$ cat config.mk
export PLATFORM = sky130hd
export DESIGN_NAME = bounded_stack_ordered_insert_top
export DESIGN_NICKNAME = d
export VERILOG_FILES = /design/src/rtl/bsoi_pkg.sv /design/src/rtl/bsoi_ram.sv /design/src/rtl/bounded_stack_ordered_insert_top.sv
export VERILOG_INCLUDE_DIRS = /design/src /design/src/rtl
export SDC_FILE = /design/constraint.sdc
export NUM_CORES = 1
export LEC_CHECK = 0
export BUFFER_PORTS_ARGS = -buffer_cell sky130_fd_sc_hd__buf_2
export CAP_MARGIN = 20
export CORE_MARGIN = 2
export CORE_UTILIZATION = 55
export CTS_CLUSTER_SIZE = 16
export DETAILED_ROUTE_END_ITERATION = 12
export PLACE_DENSITY = 0.73
export RECOVER_POWER = 100
export SLEW_MARGIN = 10
export SYNTH_ARGS = -nofsm -noshare
export SYNTH_HDL_FRONTEND = slang
export SYNTH_HIERARCHICAL = 1
export SYNTH_SLANG_ARGS = --single-unit
$ cat constraint.sdc
create_clock -name i_clk -period 6.3 [get_ports i_clk]
set_input_delay 0.63 -clock i_clk [delete_from_list [all_inputs] [get_ports i_clk]]
set_output_delay 0.63 -clock i_clk [all_outputs]
set_load 0.02 [all_outputs]
$ cat src/rtl/bounded_stack_ordered_insert_top_assert.svh
// Assertion macros shared by the stack RTL.
`ifndef BOUNDED_STACK_ORDERED_INSERT_TOP_ASSERT_SVH
`define BOUNDED_STACK_ORDERED_INSERT_TOP_ASSERT_SVH

`ifndef SYNTHESIS
`define BSOI_ASSERT(lbl, clk, rst_n, prop, msg) \
    lbl: assert property (@(posedge clk) disable iff (!rst_n) (prop)) \
        else $error(msg);
`define BSOI_ASSERT_IMP(lbl, clk, rst_n, ante, cons, msg) \
    lbl: assert property (@(posedge clk) disable iff (!rst_n) (ante) |-> (cons)) \
        else $error(msg);
`else
`define BSOI_ASSERT(lbl, clk, rst_n, prop, msg)
`define BSOI_ASSERT_IMP(lbl, clk, rst_n, ante, cons, msg)
`endif

`endif

$ cat src/rtl/bsoi_pkg.sv
package bsoi_pkg;

    localparam int DataW = 32;
    localparam int KindW = 3;
    localparam int StatW = 2;
    localparam int FillW = 5;
    localparam int CapW  = 5;

    localparam logic [CapW-1:0]  CapReset  = 5'd16;
    localparam logic [DataW-1:0] EmptyWord = 32'hFFFF_FFFF;

    // Register index taken from paddr[2].
    localparam logic RegCapacity = 1'b0;

    typedef enum logic [KindW-1:0] {
        K_PUSH    = 3'd0,
        K_POP     = 3'd1,
        K_PEEK    = 3'd2,
        K_INSERT  = 3'd3,
        K_REVERSE = 3'd4,
        K_SORT    = 3'd5
    } t_kind;

    typedef enum logic [StatW-1:0] {
        ST_OK    = 2'd0,
        ST_EMPTY = 2'd1,
        ST_FULL  = 2'd2
    } t_status;

    typedef enum logic [3:0] {
        S_IDLE,
        S_POP,
        S_INS,
        S_SRT_RD,
        S_SRT_LD,
        S_REV_B,
        S_REV_C,
        S_REV_D,
        S_FIN
    } t_state;

    function automatic logic word_gt(input logic [DataW-1:0] a, input logic [DataW-1:0] b);
        return $signed(a) > $signed(b);
    endfunction

endpackage

$ cat src/rtl/bsoi_ram.sv
module bsoi_ram import bsoi_pkg::*; #(
    parameter int DEPTH = 16,
    localparam int AW = $clog2(DEPTH)
) (
    input  logic             i_clk,
    input  logic             i_we,
    input  logic [AW-1:0]    i_waddr,
    input  logic [DataW-1:0] i_wdata,
    input  logic [AW-1:0]    i_raddr,
    output logic [DataW-1:0] o_rdata
);

    logic [DataW-1:0] r_mem [DEPTH];
    logic [DataW-1:0] r_rdata;

    always_ff @(posedge i_clk) begin
        if (i_we) begin
            r_mem[i_waddr] <= i_wdata;
        end
    end

    always_ff @(posedge i_clk) begin
        r_rdata <= r_mem[i_raddr];
    end

    assign o_rdata = r_rdata;

endmodule

$ cat src/rtl/bounded_stack_ordered_insert_top.sv
// Push and unused codes go from acceptance straight to the finish state, which loads the result.
// Pop and peek pass through a read state first; on an empty stack they go straight to finish.
// Ordered insert walks the hole down one entry per insert step, past each entry the value exceeds.
// Reverse swaps pairs through S_REV_B, S_REV_C and S_REV_D; sort runs read, load and insert
// for every entry above the bottom. A result becomes valid as tready returns; a held result stalls.
// Synchronous active-low reset empties the stack and sets capacity to 16; memory is not cleared.
`include "bounded_stack_ordered_insert_top_assert.svh"

module bounded_stack_ordered_insert_top import bsoi_pkg::*; #(
    parameter int DEPTH = 16
) (
    input  logic        i_clk,
    input  logic        i_rst_n,
    // APB configuration port
    input  logic        psel,
    input  logic        penable,
    input  logic        pwrite,
    input  logic [2:0]  paddr,
    input  logic [31:0] pwdata,
    output logic [31:0] prdata,
    output logic        pready,
    // Request stream
    input  logic        s_axis_tvalid,
    output logic        s_axis_tready,
    input  logic [31:0] s_axis_tdata,   // [31:0] value
    input  logic [2:0]  s_axis_tuser,   // [2:0] kind
    // Result stream
    output logic        m_axis_tvalid,
    input  logic        m_axis_tready,
    output logic [39:0] m_axis_tdata,   // [31:0] data, [36:32] fill, [39:37] zero
    output logic [1:0]  m_axis_tuser    // [1:0] status
);

    localparam int AW = $clog2(DEPTH);
    localparam int LW = $clog2(DEPTH + 1);
    localparam int UW = (LW > CapW) ? LW : CapW;
    localparam logic [LW-1:0] One = LW'(1);
    localparam logic [LW-1:0] Two = LW'(2);

    t_state           r_state, n_state;
    logic [LW-1:0]    r_level, n_level;
    logic [LW-1:0]    r_pos, n_pos;
    logic [LW-1:0]    r_lo, n_lo;
    logic [DataW-1:0] r_val, n_val;
    logic             r_full, n_full;
    logic             r_sort, n_sort;
    logic             r_pop, n_pop;
    logic [DataW-1:0] r_res_data, n_res_data;
    t_status          r_res_status, n_res_status;
    logic             r_out_valid, n_out_valid;
    logic [DataW-1:0] r_out_data, n_out_data;
    t_status          r_out_status, n_out_status;
    logic [FillW-1:0] r_out_fill, n_out_fill;
    logic [CapW-1:0]  r_cap;

    logic             ram_we;
    logic [AW-1:0]    ram_waddr;
    logic [DataW-1:0] ram_wdata;
    logic [AW-1:0]    ram_raddr;
    logic [DataW-1:0] ram_rdata;

    logic acc;
    logic out_free;
    logic full_now;
    logic gt;
    logic ins_stop;
    logic top_drop;

    bsoi_ram #(.DEPTH(DEPTH)) u_ram (
        .i_clk   (i_clk),
        .i_we    (ram_we),
        .i_waddr (ram_waddr),
        .i_wdata (ram_wdata),
        .i_raddr (ram_raddr),
        .o_rdata (ram_rdata)
    );

    // Configuration
    assign pready = 1'b1;
    assign prdata = (paddr[2] == RegCapacity) ? {{(32-CapW){1'b0}}, r_cap} : 32'd0;

    always_ff @(posedge i_clk) begin
        if (!i_rst_n) begin
            r_cap <= CapReset;
        end else if (psel && penable && pwrite && pready && (paddr[2] == RegCapacity)) begin
            r_cap <= pwdata[CapW-1:0];
        end
    end

    assign acc      = s_axis_tvalid && s_axis_tready;
    assign out_free = !r_out_valid || m_axis_tready;
    assign full_now = (UW'(r_level) >= UW'(r_cap)) || (UW'(r_level) >= UW'(DEPTH));
    assign gt       = word_gt(r_val, ram_rdata);
    assign ins_stop = (r_pos == '0) || !gt;
    // On a full stack the hole starts one past the top, so nothing lands there.
    assign top_drop = r_full && (r_pos == r_level);

    assign s_axis_tready = (r_state == S_IDLE);
    assign m_axis_tvalid = r_out_valid;
    assign m_axis_tdata  = {3'b000, r_out_fill, r_out_data};
    assign m_axis_tuser  = r_out_status;

    always_comb begin
        n_state = r_state;
        case (r_state)
            S_IDLE: begin
                if (acc) begin
                    case (s_axis_tuser)
                        K_POP, K_PEEK: n_state = (r_level == '0) ? S_FIN : S_POP;
                        K_INSERT:      n_state = S_INS;
                        K_REVERSE:     n_state = (r_level > One) ? S_REV_B : S_FIN;
                        K_SORT:        n_state = (r_level > One) ? S_SRT_RD : S_FIN;
                        default:       n_state = S_FIN;
                    endcase
                end
            end
            S_POP: n_state = S_FIN;
            S_INS: begin
                if (ins_stop) begin
                    n_state = (r_sort && ((r_lo + One) < r_level)) ? S_SRT_RD : S_FIN;
                end
            end
            S_SRT_RD: n_state = S_SRT_LD;
            S_SRT_LD: n_state = S_INS;
            S_REV_B:  n_state = S_REV_C;
            S_REV_C:  n_state = S_REV_D;
            S_REV_D:  n_state = ((r_pos - One) > (r_lo + Two)) ? S_REV_B : S_FIN;
            S_FIN:    n_state = out_free ? S_IDLE : S_FIN;
            default:  n_state = S_IDLE;
        endcase
    end

    always_comb begin
        n_level      = r_level;
        n_pos        = r_pos;
        n_lo         = r_lo;
        n_val        = r_val;
        n_full       = r_full;
        n_sort       = r_sort;
        n_pop        = r_pop;
        n_res_data   = r_res_data;
        n_res_status = r_res_status;
        n_out_valid  = r_out_valid && !m_axis_tready;
        n_out_data   = r_out_data;
        n_out_status = r_out_status;
        n_out_fill   = r_out_fill;
        ram_we       = 1'b0;
        ram_waddr    = AW'(r_level);
        ram_wdata    = s_axis_tdata;
        ram_raddr    = AW'(r_level - One);
        case (r_state)
            S_IDLE: begin
                if (acc) begin
                    n_val        = s_axis_tdata;
                    n_res_data   = '0;
                    n_res_status = ST_OK;
                    n_pop        = (s_axis_tuser == K_POP);
                    n_full       = 1'b0;
                    n_sort       = 1'b0;
                    n_pos        = r_level;
                    n_lo         = '0;
                    case (s_axis_tuser)
                        K_PUSH: begin
                            if (full_now) begin
                                n_res_status = ST_FULL;
                            end else begin
                                ram_we  = 1'b1;
                                n_level = r_level + One;
                            end
                        end
                        K_POP, K_PEEK: begin
                            if (r_level == '0) begin
                                n_res_data   = EmptyWord;
                                n_res_status = ST_EMPTY;
                            end
                        end
                        K_INSERT: begin
                            n_full = full_now;
                            if (full_now) begin
                                n_res_status = ST_FULL;
                            end
                        end
                        K_SORT: begin
                            n_sort = 1'b1;
                            n_lo   = One;
                        end
                        default: begin
                        end
                    endcase
                end
            end
            S_POP: begin
                n_res_data = ram_rdata;
                if (r_pop) begin
                    n_level = r_level - One;
                end
            end
            S_INS: begin
                // Read data holds the entry just below the hole.
                if (ins_stop) begin
                    ram_we    = !top_drop;
                    ram_waddr = AW'(r_pos);
                    ram_wdata = r_val;
                    if (!r_sort && !r_full) begin
                        n_level = r_level + One;
                    end
                    if (r_sort) begin
                        n_lo = r_lo + One;
                    end
                end else begin
                    ram_we    = !top_drop;
                    ram_waddr = AW'(r_pos);
                    ram_wdata = ram_rdata;
                    n_pos     = r_pos - One;
                    ram_raddr = AW'(r_pos - Two);
                end
            end
            S_SRT_RD: begin
                ram_raddr = AW'(r_lo);
            end
            S_SRT_LD: begin
                n_val     = ram_rdata;
                n_pos     = r_lo;
                ram_raddr = AW'(r_lo - One);
            end
            S_REV_B: begin
                n_val     = ram_rdata;
                ram_raddr = AW'(r_lo);
            end
            S_REV_C: begin
                ram_we    = 1'b1;
                ram_waddr = AW'(r_pos - One);
                ram_wdata = ram_rdata;
            end
            S_REV_D: begin
                ram_we    = 1'b1;
                ram_waddr = AW'(r_lo);
                ram_wdata = r_val;
                n_lo      = r_lo + One;
                n_pos     = r_pos - One;
                ram_raddr = AW'(r_pos - Two);
            end
            S_FIN: begin
                if (out_free) begin
                    n_out_valid  = 1'b1;
                    n_out_data   = r_res_data;
                    n_out_status = r_res_status;
                    n_out_fill   = FillW'(r_level);
                end
            end
            default: begin
            end
        endcase
    end

    always_ff @(posedge i_clk) begin
        if (!i_rst_n) begin
            r_state     <= S_IDLE;
            r_level     <= '0;
            r_out_valid <= 1'b0;
        end else begin
            r_state     <= n_state;
            r_level     <= n_level;
            r_out_valid <= n_out_valid;
        end
    end

    always_ff @(posedge i_clk) begin
        r_pos        <= n_pos;
        r_lo         <= n_lo;
        r_val        <= n_val;
        r_full       <= n_full;
        r_sort       <= n_sort;
        r_pop        <= n_pop;
        r_res_data   <= n_res_data;
        r_res_status <= n_res_status;
        r_out_data   <= n_out_data;
        r_out_status <= n_out_status;
        r_out_fill   <= n_out_fill;
    end

    `BSOI_ASSERT(a_level_bound, i_clk, i_rst_n, r_level <= LW'(DEPTH), "level exceeds depth")
    `BSOI_ASSERT_IMP(a_hole_bound, i_clk, i_rst_n, r_state == S_INS, r_pos <= r_level,
        "insert hole above level")
    `BSOI_ASSERT(a_level_step, i_clk, i_rst_n,
        (r_level == $past(r_level)) || (r_level == $past(r_level) + One) ||
        (r_level + One == $past(r_level)), "level moved by more than one")
    `BSOI_ASSERT_IMP(a_out_from_fin, i_clk, i_rst_n, r_out_valid && !$past(r_out_valid),
        $past(r_state == S_FIN), "result loaded outside finish")
    `BSOI_ASSERT_IMP(a_waddr_range, i_clk, i_rst_n, ram_we, LW'(ram_waddr) < LW'(DEPTH),
        "memory write out of range")

endmodule
Yosys cells after proc, flatten, opt, wreduce, memory -nomap -nowiden
Memories as Yosys holds them, arrays and structs flattened. A register that Yosys moved wholly into a read port is not among the register bits.
Index checks and enable logic that the tools add are counted.
{ "classes": {"addsub": 7, "reduce_logical": 39, "n_eq_ne": 22, "n_mux": 49, "bitwise": 1, "n_lt_le_gt_ge": 6} }
{ "op_table": {"columns": ["operator", "n"], "rows": [
  ["32-bit two-way mux", 5],
  ["32-bit one-hot mux with 2 select lines", 2],
  ["32-bit one-hot mux with 3 select lines", 1],
  ["5-bit two-way mux", 12],
  ["4-bit two-way mux", 9],
  ["4-bit one-hot mux with 9 select lines", 1],
  ["32-bit > comparator", 1],
  ["4-bit one-hot mux with 4 select lines", 2],
  ["5-bit one-hot mux with 3 select lines", 2],
  ["5-bit one-hot mux with 4 select lines", 1],
  ["4-bit by 3-bit == test with 1-bit output (second input constant)", 4],
  ["2-bit inequality test (second input constant)", 6],
  ["4-bit one-hot mux with 3 select lines", 1],
  ["5-bit by 1-bit adder with 5-bit output (second input constant)", 2],
  ["5-bit zero test", 2],
  ["1-bit two-way mux", 10],
  ["2-bit AND reduction", 5],
  ["2-bit OR reduction", 5],
  ["5-bit by 1-bit subtractor with 5-bit output (second input constant)", 2],
  ["4-bit by 2-bit == test with 1-bit output (second input constant)", 2],
  ["1-bit logical AND", 8],
  ["7-bit AND reduction", 1],
  ["3-bit by 2-bit == test with 1-bit output (second input constant)", 2],
  ["3-bit == test (second input constant)", 2],
  ["26 further kinds", 36]
]} }
{ "totals": {"ramBits": 512, "input_bits": 77, "ff_bits": 133, "mem_count": 1} }
{ "mem_list": {"columns": ["name", "depth", "width", "read_ports", "rd_ports_with_merged_regs", "write_ports", "line_no", "text"], "rows": [
  ["u_ram.r_mem", 16, 32, 1, 1, 1, "bsoi_ram.sv:13", "logic [DataW-1:0] r_mem [DEPTH];"]
]} }

Depth between registers and ports, before layout
Gate-level depths: netlist of the first run.
{ "logic_depth": {"word_depth": 8, "mapped_depth": 15, "ltp_nobuf": 13} }

Cells and area by module
Netlist of the first run, hierarchy kept.
{ "by_module_without_submodules": {"columns": ["module", "cells_each", "area_each_um2", "n_inst"], "rows": [
  ["bsoi_ram", 838, 19835.3, 1],
  ["bounded_stack_ordered_insert_top", 741, 8071.5, 1]
]} }

Least setup slack after synthesis of the first run
OpenSTA, ideal clock, no wires.
{ "synth_timing": {"path_type": "flip-flop to flip-flop", "from": "reg r_level[0]", "to": "mem u_ram.r_mem[0][0], enable pin", "stages_incl_launch_ff": 12, "t_arrival_ns": 4.863, "synth_period_minus_slack_ns": 5.324, "n_path_buf": 1, "t_required_ns": 5.839, "setup_ns": 0.461, "path_slack_ns": 0.976, "path_cell_list": "dfxtp_1 clkbuf_1 inv_1 ha_1 nand2b_1 a21o_1 a21oi_1 o21ai_1 or4_1 o22ai_1 or3b_2 nor3_1"} }
{ "synth_between": {"elab_chain_cells": 8, "word_cells_on_any_way": 13} }
{ "synth_lines": {"columns": ["item", "line_no", "text"], "rows": [
  ["start, declared", "bounded_stack_ordered_insert_top.sv:41", "logic [LW-1:0] r_level, n_level;"],
  ["start signal, assigned", "bounded_stack_ordered_insert_top.sv:263", "r_level <= n_level;"],
  ["5-bit >= comparator", "bounded_stack_ordered_insert_top.sv:92", "assign full_now = (UW'(r_level) >= UW'(r_cap)) || (UW'(r_level) >= UW'(DEPTH));"],
  ["1-bit logical OR", "bounded_stack_ordered_insert_top.sv:92", null],
  ["1-bit two-way mux", "bounded_stack_ordered_insert_top.sv:164", "if (full_now) begin"],
  ["1-bit two-way mux", "bounded_stack_ordered_insert_top.sv:162", "case (s_axis_tuser)"],
  ["1-bit two-way mux", "bounded_stack_ordered_insert_top.sv:153", "if (acc) begin"],
  ["1-bit one-hot mux with 3 select lines (*)", "bounded_stack_ordered_insert_top.sv:151", "case (r_state)"],
  ["net ram_we", "bounded_stack_ordered_insert_top.sv:56", "logic ram_we;"],
  ["1-bit two-way mux (*)", "bsoi_ram.sv:17", "if (i_we) begin"],
  ["1-bit two-way mux (not written as such) (*)", "bsoi_ram.sv:18", "r_mem[i_waddr] <= i_wdata;"],
  ["end, declared", "bsoi_ram.sv:13", null]
]} }
The timed path passes the listed nets; every way through them passes the cells marked *.

Worst setup path in the final report of the first run
{ "layout_timing": {"from": "reg r_state[0]", "to": "mem u_ram.r_mem[15][5], enable pin"} }
{ "layout_between": {"word_cells_on_any_way": 11} }
{ "layout_lines": {"columns": ["item", "line_no", "text"], "rows": [
  ["start, declared", "bounded_stack_ordered_insert_top.sv:40", "t_state r_state, n_state;"],
  ["start signal, assigned", "bounded_stack_ordered_insert_top.sv:262", "r_state <= n_state;"],
  ["4-bit by 3-bit == test with 1-bit output / 4-bit by 2-bit == test with 1-bit output (equally long branches)", "bounded_stack_ordered_insert_top.sv:151", null],
  ["4-bit one-hot mux with 3 select lines (*)", "bounded_stack_ordered_insert_top.sv:151", null],
  ["net ram_waddr[1]", "bounded_stack_ordered_insert_top.sv:57", "logic [AW-1:0] ram_waddr;"]
]} }
Marks and branches as above.

==> load_flow_metrics.sql, run 1 <==
INSERT INTO impl_metrics (metric_group, metric, value, unit) VALUES
('flow_run', 'drv_cap', '5', ''),
('grt', 'grt_first_pass_wirelength', '93.7', 'mm'),
('synth', 'fraction_of_the_yosys_area_taken_by_sequential_cells', '0.712', ''),
('synth', 'combined_area_of_all_synthesized_cells', '27900', 'sq um'),
('timing', 'final-max-slew-violation-count', '169', ''),
('pwr', 'power_switching_share', '0.278', ''),
('synth', 'ys_dominant_reg_cell', 'sky130_fd_sc_hd__edfxtp_1', ''),
('clock_tree', 'cts_tree', 'done', ''),
('synth', 'synth_async_sr_flop_share', '0', ''),
('critical_path', 'worst_setup_path_start_kind', 'flip-flop', ''),
('timing', 'finalWorstPathRequiredPeriod', '5.56', 'ns'),
('critical_path', 'critPathSlowestCell', 'sky130_fd_sc_hd__nor2_2', ''),
('timing', 'worst_slew_pin_slew', '3.32', 'ns'),
('final_layout', 'area_growth_from_synthesis_to_layout', '12.3', '%'),
('clock_tree', 'ctsHoldBuffers', '0', ''),
('synth', 'ys_seq_elements', '677', ''),
('routing', 'drt_pass1_iterations', '5', ''),
('worst_hold_path', 'worst_hold_path_type', 'in2reg', ''),
('synth', 'compound_gate_fraction_of_synth_area', '0.0642', ''),
('timing', 'rsz0062_at_grt', 'false', ''),
('synth', 'post-synth-top-area-cell', 'sky130_fd_sc_hd__edfxtp_1', ''),
('clock_tree', 'cts_sinks', '677', ''),
('floorplan', 'fp.dieArea', '52600', 'sq um'),
('timing', 'timing.hold.ws', '0.233', 'ns'),
('pwr', 'peakVddDrop', '0.000225', 'V'),
('final_layout', 'nets', '1828', ''),
('grt', 'grt_use_total', '0.244', ''),
('routing', 'via_per_inst', '6.19', ''),
('critical_path', 'critical_path_type', 'reg2reg', ''),
('synth', 'synth_enable_flop_cells', '630', ''),
('timing', 'final.setup_skew', '0.0271', 'ns'),
('grt', 'grt_max_degree', '69', ''),
('timing', 'setup_viol_count_final', '0', ''),
('synth', 'synth_warnings', '6', ''),
('placement', 'globalplace.congestion', '0.873', ''),
('clock_tree', 'cts.reportedPaths.clkPinSlew', '0.06', 'ns'),
('synth', 'post_synth.cell_area_avg', '17.7', 'sq um'),
('pwr', 'share_clk_of_total_power', '0.340', ''),
('final_layout', 'layout-drive-gt1-share', '0.206', ''),
('critical_path', 'crit_fanout', '23', ''),
('clock_tree', 'clk_latency', '0.62', 'ns'),
('synth', 'synth-simple-area-share', '0.0446', ''),
('grt', 'grt_antenna_before_repair', '1', ''),
('routing', 'number_of_remaining_drc_errors', '0', ''),
('clock_tree', 'cts_inserted_buffers', '68', ''),
('timing', 'max_clock_freq', '180', 'MHz'),
('floorplan', 'die_w', '229', 'microns'),
('routing', 'antenna_left', '0', ''),
('synth', 'synthesized_area_fraction_occupied_by_xor_and_xnor_cells', '0.00596', ''),
('pwr', 'ratio_of_total_power_to_cell_area', '384', 'nW/um^2'),
('placement', 'post_placement_cell_area', '29200', 'sq um'),
('critical_path', 'crit_required', '6.57', 'ns'),
('critical_path', 'cp.buffers_inverters', '4', ''),
('synth', 'post-synth-top-count-cell', 'sky130_fd_sc_hd__edfxtp_1', ''),
('run_status', 'run_status', 'finished, violations left', ''),
('synth', 'synthAdderAreaFrac', '0.0256', ''),
('routing', 'drtIter0Drc', '1672', ''),
('routing', 'wl', '63.3', 'mm'),
('critical_path', 'end_kind', 'flip-flop', ''),
('run_status', 'failed_checks', 'capacitance limit, slew limit', ''),
('final_layout', 'area.sequential', '19900', 'sq um'),
('critical_path', 'worstPathCellList', 'inv_1, nand2_1, nor3_1, clkbuf_1, nor2_1, buf_4, a221o_1, nand2_1, nor2_2, buf_4', ''),
('floorplan', 'die_h', '229', 'microns'),
('floorplan', 'io-pin-count', '154', ''),
('clock_tree', 'cts-root-buf', 'sky130_fd_sc_hd__clkbuf_16', ''),
('floorplan', 'rows', '82', ''),
('placement', 'final_hpwl_dp', '36.5', 'mm'),
('timing', 'layout_worst_path_cycle_share', '0.882', ''),
('pwr', 'power_leakage', '10.9', 'nW'),
('pwr', 'power_frac_comb', '0.193', ''),
('critical_path', 'critPathMaxStageDelay', '1.08', 'ns');
## cell type report
class,count,area share
flip-flops and latches,677,0.634
diodes,1,0.0000798
multi-input cells,762,0.239
well taps,672,0.0268
clock inverters,29,0.0102
clock buffers,97,0.0630
repair buffers,129,0.0208
inverters,56,0.00671
## cell families (layout without fill, tap and decap cells)
logic type               count (synthesis)  after routing
AO/OA/AOI/OAI                          242            242
XOR/XNOR                                19             19
adder cells (fa/ha/maj)                 57             57
buffers and inverters                  169            311
flip-flops                             677            677
multiplexers                           168            168
other                                    2             32
AND/OR/NAND/NOR                        245            245
## per-layer routing
layer | share of wire | wire [microns] | track usage | vias up
met5 | 0.00019 | 12 | 0 | -
met4 | 0.020 | 1290 | 0.0686 | 2
met3 | 0.095 | 6040 | 0.0645 | 95
met2 | 0.47 | 30000 | 0.384 | 714
met1 | 0.41 | 25900 | 0.341 | 7701
li1 | - | - | - | 6487
## state kept, by name (all words and copies together), names as in the netlist
name	count
r_res_status	2
r_state	4
m_axis_tvalid	1
r_res_data	32
r_pop	1
r_level	5
u_ram/o_rdata	32
r_sort	1
u_ram/r_mem	512
r_cap	5
r_val	32
r_out_fill	5
r_pos	5
m_axis_tuser	2
r_full	1
r_lo	5
r_out_data	32
## cells in the final DEF, fill, tap and decap left out, drive strengths merged, types with 7 or more instances in the layout
cell    Yosys  layout
a211oi      8       8
a21o       33      33
a21oi      34      34
a221o      39      39
a22oi      65      65
and2       34      34
buf        60      60
clkbuf     53     166
clkinv      0      20
conb        2      31
dfxtp      47      47
edfxtp    630     630
ha         57      57
inv        56      58
mux2       32      32
mux2i       8       8
mux4      128     128
nand2      74      74
nand2b     13      13
nand4      10      10
nor2       53      53
nor2b      12      12
nor3       15      15
o21ai      26      26
xnor2      12      12
xor2        7       7
## stage by stage
| stage | utilization | worst slack (ns) | total power (W) | cells |
|---|---|---|---|---|
| after floorplan | - | 0.976 | 0.00725 | 1608 |
| after global placement | 0.583 | 1.45 | 0.00796 | 2294 |
| after detailed placement | 0.583 | 1.41 | 0.00801 | 2294 |
| after CTS | 0.628 | 1.28 | 0.0121 | 2420 |
| after global routing | 0.625 | 0.483 | 0.0125 | 2422 |
| final | 0.625 | 0.744 | 0.0120 | 2423 |
## path summary, 6_finish.rpt
kind	from	end	slack [ns]	cells after the start
setup / recovery	r_state[0]	u_ram/r_mem[15][5]	0.74	10
hold / removal	i_rst_n	r_cap[4]	0.23	2
setup reg to reg	r_state[0]	u_ram/r_mem[15][5]	0.74	10
hold reg to reg	r_res_status[0]	m_axis_tuser[0]	0.42	0
## power groups by stage
stage	sequential (W)	combinational [W]	clock, W
2_1_floorplan	0.00563	0.00162	0
3_3_place_gp	0.00568	0.00228	0
3_5_place_dp	0.00569	0.00232	0
4_1_cts	0.00560	0.00235	0.00414
5_1_grt	0.00564	0.00254	0.00431
6_report	0.00561	0.00232	0.00409
Note: power is estimated with default switching activity, not from simulation.
==> run 2: changes to the inputs <==
--- a/config.mk
+++ b/config.mk
@@ -9,10 +9,9 @@
 export BUFFER_PORTS_ARGS = -buffer_cell sky130_fd_sc_hd__buf_2
 export CAP_MARGIN = 20
 export CORE_MARGIN = 2
-export CORE_UTILIZATION = 55
-export CTS_CLUSTER_SIZE = 16
+export CORE_UTILIZATION = 43
+export CTS_CLUSTER_SIZE = 12
 export DETAILED_ROUTE_END_ITERATION = 12
-export PLACE_DENSITY = 0.73
 export RECOVER_POWER = 100
 export SLEW_MARGIN = 10
 export SYNTH_ARGS = -nofsm -noshare
==> constraint.sdc (replaced) <==
create_clock -name i_clk -period 4.97 [get_ports i_clk]
set_input_delay 0.497 -clock i_clk [delete_from_list [all_inputs] [get_ports i_clk]]
set_output_delay 0.497 -clock i_clk [all_outputs]
set_load 0.02 [all_outputs]
==> run 2 against run 1 <==
Against the previous run:
- the run still ends with capacitance limit, slew limit left
- sequential power rose by 27%
- critical path depth decreased by 1
- combinational power up 29%
- core utilization fell by 13 points
- clock power up 19%
- non-clock buffer count is 20 higher
- fmax grew 20%
- first-iteration DRC count shrank 14%
- wire length grew 6.7%
- sequential share of layout area is 0.49 points lower
- largest cell class unchanged
==> load_flow_metrics.sql, run 2 (synthesized netlist as in run 1, its figures left out) <==
INSERT INTO impl_metrics (metric_group, metric, value, unit) VALUES
('final_layout', 'nets', '1851', ''),
('clock_tree', 'cts_post_setup_buffers_inserted', '0', ''),
('floorplan', 'rows', '93', ''),
('placement', 'final_hpwl_dp', '39.7', 'mm'),
('routing', 'antenna_left', '0', ''),
('clock_tree', 'cts.reportedPaths.clkPinSlew', '0.06', 'ns'),
('final_layout', 'layout-drive-gt1-share', '0.201', ''),
('clock_tree', 'clk_latency', '0.61', 'ns'),
('floorplan', 'core-area', '64300', 'sq um'),
('timing', 'final-hold-violation-count', '0', ''),
('final_layout', 'mostFrequentLayoutCell', 'sky130_fd_sc_hd__edfxtp_1', ''),
('routing', 'wl', '67.5', 'mm'),
('pwr', 'power_switching_share', '0.282', ''),
('run_status', 'run_status', 'finished, violations left', ''),
('run_status', 'failed_checks', 'capacitance limit, slew limit', ''),
('worst_hold_path', 'worst_hold_path_type', 'in2reg', ''),
('placement', 'dpl.cell_count', '2498', ''),
('timing', 'finalWorstPathRequiredPeriod', '4.63', 'ns'),
('routing', 'via_per_inst', '5.70', ''),
('grt', 'first_global_vias', '15203', ''),
('routing', 'drtIter0Drc', '1431', ''),
('final_layout', 'regMostFlops', 'u_ram/r_mem', ''),
('floorplan', 'io-pin-count', '154', ''),
('grt', 'global_route.usage.met3', '0.0433', ''),
('routing', 'number_of_remaining_drc_errors', '0', ''),
('flow_run', 'drv_cap', '4', ''),
('final_layout', 'largest_register_ffs', '512', ''),
('clock_tree', 'cts_sinks', '677', ''),
('final_layout', 'area_growth_from_synthesis_to_layout', '13.2', '%'),
('pwr', 'power_leakage', '10.9', 'nW'),
('pwr', 'p_int', '0.0108', 'W'),
('grt', 'globalRouteOverflowTotal', '0', ''),
('placement', 'dpl_worst_slack', '0.425', 'ns'),
('timing', 'final-max-slew-violation-count', '135', ''),
('grt', 'grt_max_degree', '55', ''),
('grt', 'top_usage_layer', 'met2', ''),
('critical_path', 'crit_required', '5.16', 'ns'),
('clock_tree', 'cts_tree', 'done', ''),
('grt', 'grt_antenna_before_repair', '3', ''),
('routing', 'vias', '14965', ''),
('pwr', 'share_clk_of_total_power', '0.325', ''),
('placement', 'globalplace.congestion', '0.886', ''),
('floorplan', 'die_h', '259', 'microns'),
('final_layout', 'filler_cell_count', '5367', ''),
('timing', 'setup_tns', '0', 'ns'),
('timing', 'layout_worst_path_cycle_share', '0.931', ''),
('final_layout', 'area.sequential', '19900', 'sq um'),
('critical_path', 'signal_arrival_time_at_the_worst_endpoint', '4.82', 'ns'),
('pwr', 'netSwitchingPower', '0.00422', 'W'),
('clock_tree', 'ctsHoldBuffers', '0', ''),
('routing', 'drt_pass1_iterations', '5', ''),
('floorplan', 'fp.dieArea', '67000', 'sq um'),
('pwr', 'power_frac_comb', '0.200', ''),
('timing', 'worst_slew_pin_slew', '2.51', 'ns'),
('final_layout', 'area_occupied_by_multi_input_gates', '7500', 'sq um'),
('clock_tree', 'cts_buffer_depth', '3', ''),
('final_layout', 'post_layout_nonfiller_instances', '2624', ''),
('clock_tree', 'cts_inserted_buffers', '71', ''),
('pwr', 'seqPwrFrac', '0.475', ''),
('timing', 'rsz0062_at_grt', 'false', ''),
('critical_path', 'end_kind', 'flip-flop', ''),
('routing', 'drt-wirelength-per-cell', '25.7', 'microns'),
('timing', 'setup_viol_count_final', '0', ''),
('timing', 'final.setup_skew', '0.0299', 'ns'),
('critical_path', 'crit_fanout', '32', ''),
('grt', 'globalRouteMet1Util', '0.286', ''),
('timing', 'slew_headroom', '-0.674', ''),
('pwr', 'ratio_of_total_power_to_cell_area', '474', 'nW/um^2'),
('timing', 'worst_slack', '0.342', 'ns'),
('grt', 'grt_first_pass_wirelength', '99.6', 'mm'),
('placement', 'io_buffers', '93', ''),
('pwr', 'peakVddDrop', '0.000256', 'V'),
('clock_tree', 'post_cts.resized_instances', '0', ''),
('grt', 'grt_use_total', '0.204', ''),
('floorplan', 'die_w', '259', 'microns'),
('final_layout', 'final_cell_mix', 'sky130_fd_sc_hd__edfxtp_1, sky130_fd_sc_hd__mux4_2, sky130_fd_sc_hd__clkbuf_1', ''),
('floorplan', 'initial_utilization', '0.434', ''),
('critical_path', 'critical_path_type', 'reg2reg', ''),
('clock_tree', 'cts-htree-levels', '3', ''),
('critical_path', 'worst_setup_path_start_kind', 'flip-flop', ''),
('clock_tree', 'cts-root-buf', 'sky130_fd_sc_hd__clkbuf_16', ''),
('grt', 'grtUsageMet2', '0.323', ''),
('timing', 'max_clock_freq', '216', 'MHz');
-- run 2: cell types whose count changed in the layout (fill, tap and decap cells not counted), sizes merged --
cell    before  now
clkbuf     166  189
clkinv      20   10
buf         60   68
bufinv       6    1
inv         58   60
-- run 2: power groups by stage --
| stage | clock network, W | registers, W | logic (W) |
|---|---|---|---|
| 6_report | 0.00487 | 0.00711 | 0.00300 |
| 5_1_grt | 0.00520 | 0.00715 | 0.00328 |
| 4_1_cts | 0.00499 | 0.00710 | 0.00308 |
| 3_5_place_dp | 0 | 0.00722 | 0.00307 |
| 3_3_place_gp | 0 | 0.00720 | 0.00302 |
| 2_1_floorplan | 0 | 0.00714 | 0.00205 |
-- run 2: per-stage QoR --
step           instance area, sq um  hold slack (ns)  total power, W   util
2_1_floorplan                 28000            0.400         0.00919      -
3_3_place_gp                  29800            0.403          0.0102  0.464
3_5_place_dp                  29800            0.405          0.0103  0.464
4_1_cts                       31900            0.100          0.0152  0.496
5_1_grt                       31600            0.131          0.0156  0.491
6_report                      31600            0.130          0.0150  0.491
-- run 2: routing by layer --
layer	wire length, microns	up-vias
met2	32000	537
li1	-	6536
met3	4830	95
met5	27	-
met1	29300	7793
met4	1460	4
-- run 2: area by class of cell --
type	instances	area share
multi-input combinational	762	0.237
clock inverter	16	0.00364
inverter	56	0.00665
tap	855	0.0339
timing repair buffer	149	0.0271
antenna	1	0.0000792
clock buffer	108	0.0626
sequential	677	0.629
-- run 2: critical path: stages, from the launching register on --
cell and delay (ns):
sky130_fd_sc_hd__dfxtp_1 0.89, sky130_fd_sc_hd__inv_1 0.24, sky130_fd_sc_hd__nand2_1 0.22, sky130_fd_sc_hd__nor3_1 0.10, sky130_fd_sc_hd__clkbuf_1 0.30, sky130_fd_sc_hd__nor2_1 0.40
sky130_fd_sc_hd__a221o_1 0.50, sky130_fd_sc_hd__nand2b_1 0.34, sky130_fd_sc_hd__nor2_4 0.17, sky130_fd_sc_hd__clkbuf_2 1.04
-- run 2: worst paths after layout --
path | from | end | slack (ns) | depth (start not counted)
worst min register to register | r_res_data[18] | r_out_data[18] | 0.41 | 0
worst max-delay path | r_state[0] | u_ram/r_mem[10][13] | 0.34 | 9
worst max register to register | r_state[0] | u_ram/r_mem[10][13] | 0.34 | 9
worst min-delay path | pwdata[1] | r_cap[1] | 0.13 | 3
==> run 3: changes to the inputs <==
==> constraint.sdc (replaced) <==
create_clock -name i_clk -period 4.75 [get_ports i_clk]
set_input_delay 0.475 -clock i_clk [delete_from_list [all_inputs] [get_ports i_clk]]
set_output_delay 0.475 -clock i_clk [all_outputs]
set_load 0.02 [all_outputs]
==> run 3 against run 2 <==
Against the previous run:
- the flow still finishes with violations (capacitance limit, slew limit)
- final cell count grew 0.57%
- wire length up 2.3%
- non-clock buffer count rose by 9
- critical endpoint is now u_ram/o_rdata[12]
- worst hold slack worse by 0.028 ns
- sequential power increased by 4.8%
- power up 6.6%
- register-to-register slack got worse by 0.19 ns
- critical path depth is 5 higher
- die area unchanged
- final area is 0.55% higher
- sequential share of layout area down 0.34 points
- global-route usage increased by 0.24 points
==> load_flow_metrics.sql, run 3 (synthesized netlist as in run 1, its figures left out) <==
INSERT INTO impl_metrics (metric_group, metric, value, unit) VALUES
('critical_path', 'end_kind', 'flip-flop', ''),
('routing', 'via_per_inst', '5.70', ''),
('routing', 'antenna_left', '0', ''),
('clock_tree', 'post_cts.resized_instances', '0', ''),
('critical_path', 'critPathMaxStageDelay', '0.53', 'ns'),
('run_status', 'run_status', 'finished, violations left', ''),
('timing', 'setup_tns', '0', 'ns'),
('final_layout', 'final_cell_mix', 'sky130_fd_sc_hd__edfxtp_1, sky130_fd_sc_hd__mux4_2, sky130_fd_sc_hd__clkbuf_1', ''),
('critical_path', 'reg2reg_end', 'u_ram/o_rdata[12]', ''),
('worst_hold_path', 'worst_hold_path.endpoint', 'r_cap[1]', ''),
('timing', 'final-hold-violation-count', '0', ''),
('critical_path', 'crit_fanout', '15', ''),
('critical_path', 'signal_arrival_time_at_the_worst_endpoint', '5.08', 'ns'),
('pwr', 'power_leakage', '11.0', 'nW'),
('final_layout', 'final_area', '31800', 'sq um'),
('timing', 'finalWorstPathRequiredPeriod', '4.60', 'ns'),
('grt', 'grt_use_total', '0.207', ''),
('routing', 'number_of_remaining_drc_errors', '0', ''),
('grt', 'globalRouteOverflowTotal', '0', ''),
('clock_tree', 'cts_post_setup_buffers_inserted', '0', ''),
('floorplan', 'die_h', '259', 'microns'),
('timing', 'layout_worst_path_cycle_share', '0.968', ''),
('grt', 'grt_max_degree', '40', ''),
('timing', 'worst_slack', '0.154', 'ns'),
('final_layout', 'insertedDiodeCount', '0', ''),
('routing', 'wl', '69.1', 'mm'),
('worst_hold_path', 'worst_hold_path_type', 'in2reg', ''),
('floorplan', 'io-pin-count', '154', ''),
('placement', 'io_buffers', '93', ''),
('critical_path', 'crit_required', '5.24', 'ns'),
('floorplan', 'die_w', '259', 'microns'),
('clock_tree', 'cts-htree-levels', '3', ''),
('floorplan', 'initial_utilization', '0.434', ''),
('placement', 'globalplace.congestion', '0.893', ''),
('grt', 'grt_antenna_before_repair', '3', ''),
('clock_tree', 'ctsHoldBuffers', '0', ''),
('pwr', 'ratio_of_total_power_to_cell_area', '503', 'nW/um^2'),
('final_layout', 'nets', '1861', ''),
('critical_path', 'reg2regPathDepth', '14', ''),
('worst_hold_path', 'hold_depth', '3', ''),
('critical_path', 'rrSetupSlack', '0.15', 'ns'),
('timing', 'final-max-slew-violation-count', '170', ''),
('timing', 'worst_slew_pin_slew', '2.46', 'ns'),
('critical_path', 'critPathSlowestCell', 'sky130_fd_sc_hd__a31oi_1', ''),
('clock_tree', 'cts-root-buf', 'sky130_fd_sc_hd__clkbuf_16', ''),
('timing', 'setup_viol_count_final', '0', ''),
('timing', 'max_clock_freq', '218', 'MHz'),
('final_layout', 'largest_register_ffs', '512', ''),
('timing', 'slew_headroom', '-0.641', ''),
('worst_hold_path', 'worst_hold_startpoint', 'pwdata[1]', ''),
('floorplan', 'fp.dieArea', '67000', 'sq um'),
('clock_tree', 'clk_latency', '0.62', 'ns'),
('critical_path', 'critical_path.reg2reg.startpoint', 'r_val[31]', ''),
('final_layout', 'layout-drive-gt1-share', '0.207', ''),
('pwr', 'peakVddDrop', '0.000265', 'V'),
('placement', 'final_hpwl_dp', '40.2', 'mm'),
('critical_path', 'worstPathCellList', 'ha_1, nand4_1, nor2_1, nand2_1, a31oi_1, nor4b_1, nor2_1, o21ai_0, a2bb2oi_4, buf_12, buf_6, mux4_2, a22oi_1, nand2_1', ''),
('final_layout', 'regMostFlops', 'u_ram/r_mem', ''),
('run_status', 'failed_checks', 'capacitance limit, slew limit', ''),
('routing', 'drtIter0Drc', '1570', ''),
('placement', 'post_placement_cell_area', '30000', 'sq um'),
('critical_path', 'critical_path_type', 'reg2reg', ''),
('clock_tree', 'cts_tree', 'done', ''),
('routing', 'drt_pass1_iterations', '5', ''),
('timing', 'final.setup_skew', '0.0248', 'ns'),
('clock_tree', 'cts_inserted_buffers', '72', ''),
('final_layout', 'area_growth_from_synthesis_to_layout', '13.8', '%'),
('clock_tree', 'cts_buffer_depth', '3', ''),
('routing', 'vias', '15054', ''),
('timing', 'rsz0062_at_grt', 'false', ''),
('clock_tree', 'cts_sinks', '677', ''),
('floorplan', 'rows', '93', ''),
('final_layout', 'mostFrequentLayoutCell', 'sky130_fd_sc_hd__edfxtp_1', ''),
('clock_tree', 'cts.reportedPaths.clkPinSlew', '0.07', 'ns'),
('placement', 'dpl_worst_slack', '0.227', 'ns'),
('critical_path', 'worst_setup_path_start_kind', 'flip-flop', ''),
('routing', 'drt-wirelength-per-cell', '26.2', 'microns'),
('grt', 'first_global_vias', '14944', ''),
('floorplan', 'core-area', '64300', 'sq um'),
('flow_run', 'drv_cap', '5', ''),
('grt', 'grt_first_pass_wirelength', '100', 'mm');
==> run 3: power breakdown <==
group | total (W) | leakage [nW] | internal [W] | switching (W)
clock | 0.00532 | 1.08 | 0.00307 | 0.00224
combinational | 0.00321 | 3.79 | 0.00128 | 0.00193
sequential | 0.00745 | 6.14 | 0.00711 | 0.000342
==> run 3: routing by layer <==
layer / vias up / track usage / routed length (microns)
li1: 6557 / - / -
met1: 7858 / 0.293 / 30300
met4: 2 / 0.0623 / 1500
met2: 535 / 0.334 / 33100
met3: 102 / 0.0290 / 4180
met5: - / 0 / 11
==> run 3: worst max path at each step <==
stage                           from           endpoint  slack [ns]  cells past startpoint
after floorplan           r_level[0]  u_ram/r_mem[1][0]        0.30                     11
after global placement     r_val[11]  u_ram/o_rdata[13]        0.27                     13
after detailed placement   r_val[14]  u_ram/o_rdata[13]        0.23                     13
after CTS                  r_val[14]  u_ram/o_rdata[13]        0.22                     13
after global routing       r_val[31]  u_ram/o_rdata[13]        0.03                     14
final                      r_val[31]  u_ram/o_rdata[12]        0.15                     14
==> run 3: area by class of cell <==
| class | instances | area, sq um |
|---|---|---|
| clock buffer | 114 | 2120 |
| inverter | 56 | 210 |
| timing repair buffer | 158 | 930 |
| tap | 855 | 1070 |
| fill | 5343 | 32600 |
| clock inverter | 17 | 96.3 |
| multi-input combinational | 762 | 7470 |
| sequential | 677 | 19900 |
==> run 3: per-stage QoR <==
stage,hold slack (ns),total power (W),std cells,utilization
final,0.102,0.0160,2639,0.494
after global routing,0.0950,0.0167,2639,0.494
after CTS,0.0718,0.0162,2639,0.501
after detailed placement,0.405,0.0108,2508,0.467
after global placement,0.401,0.0108,2508,0.467
after floorplan,0.400,0.00962,1608,-
==> run 3: critical path, delay by kind of cell, from the launching register on <==
kind	cells	cell delay, ns
muxes	1	0.51
adders and majority gates	1	0.44
DFF	1	0.41
buffers and inverters	2	0.47
and+or+nand+nor	6	1.31
AOI/OAI and AO/OA	4	1.29
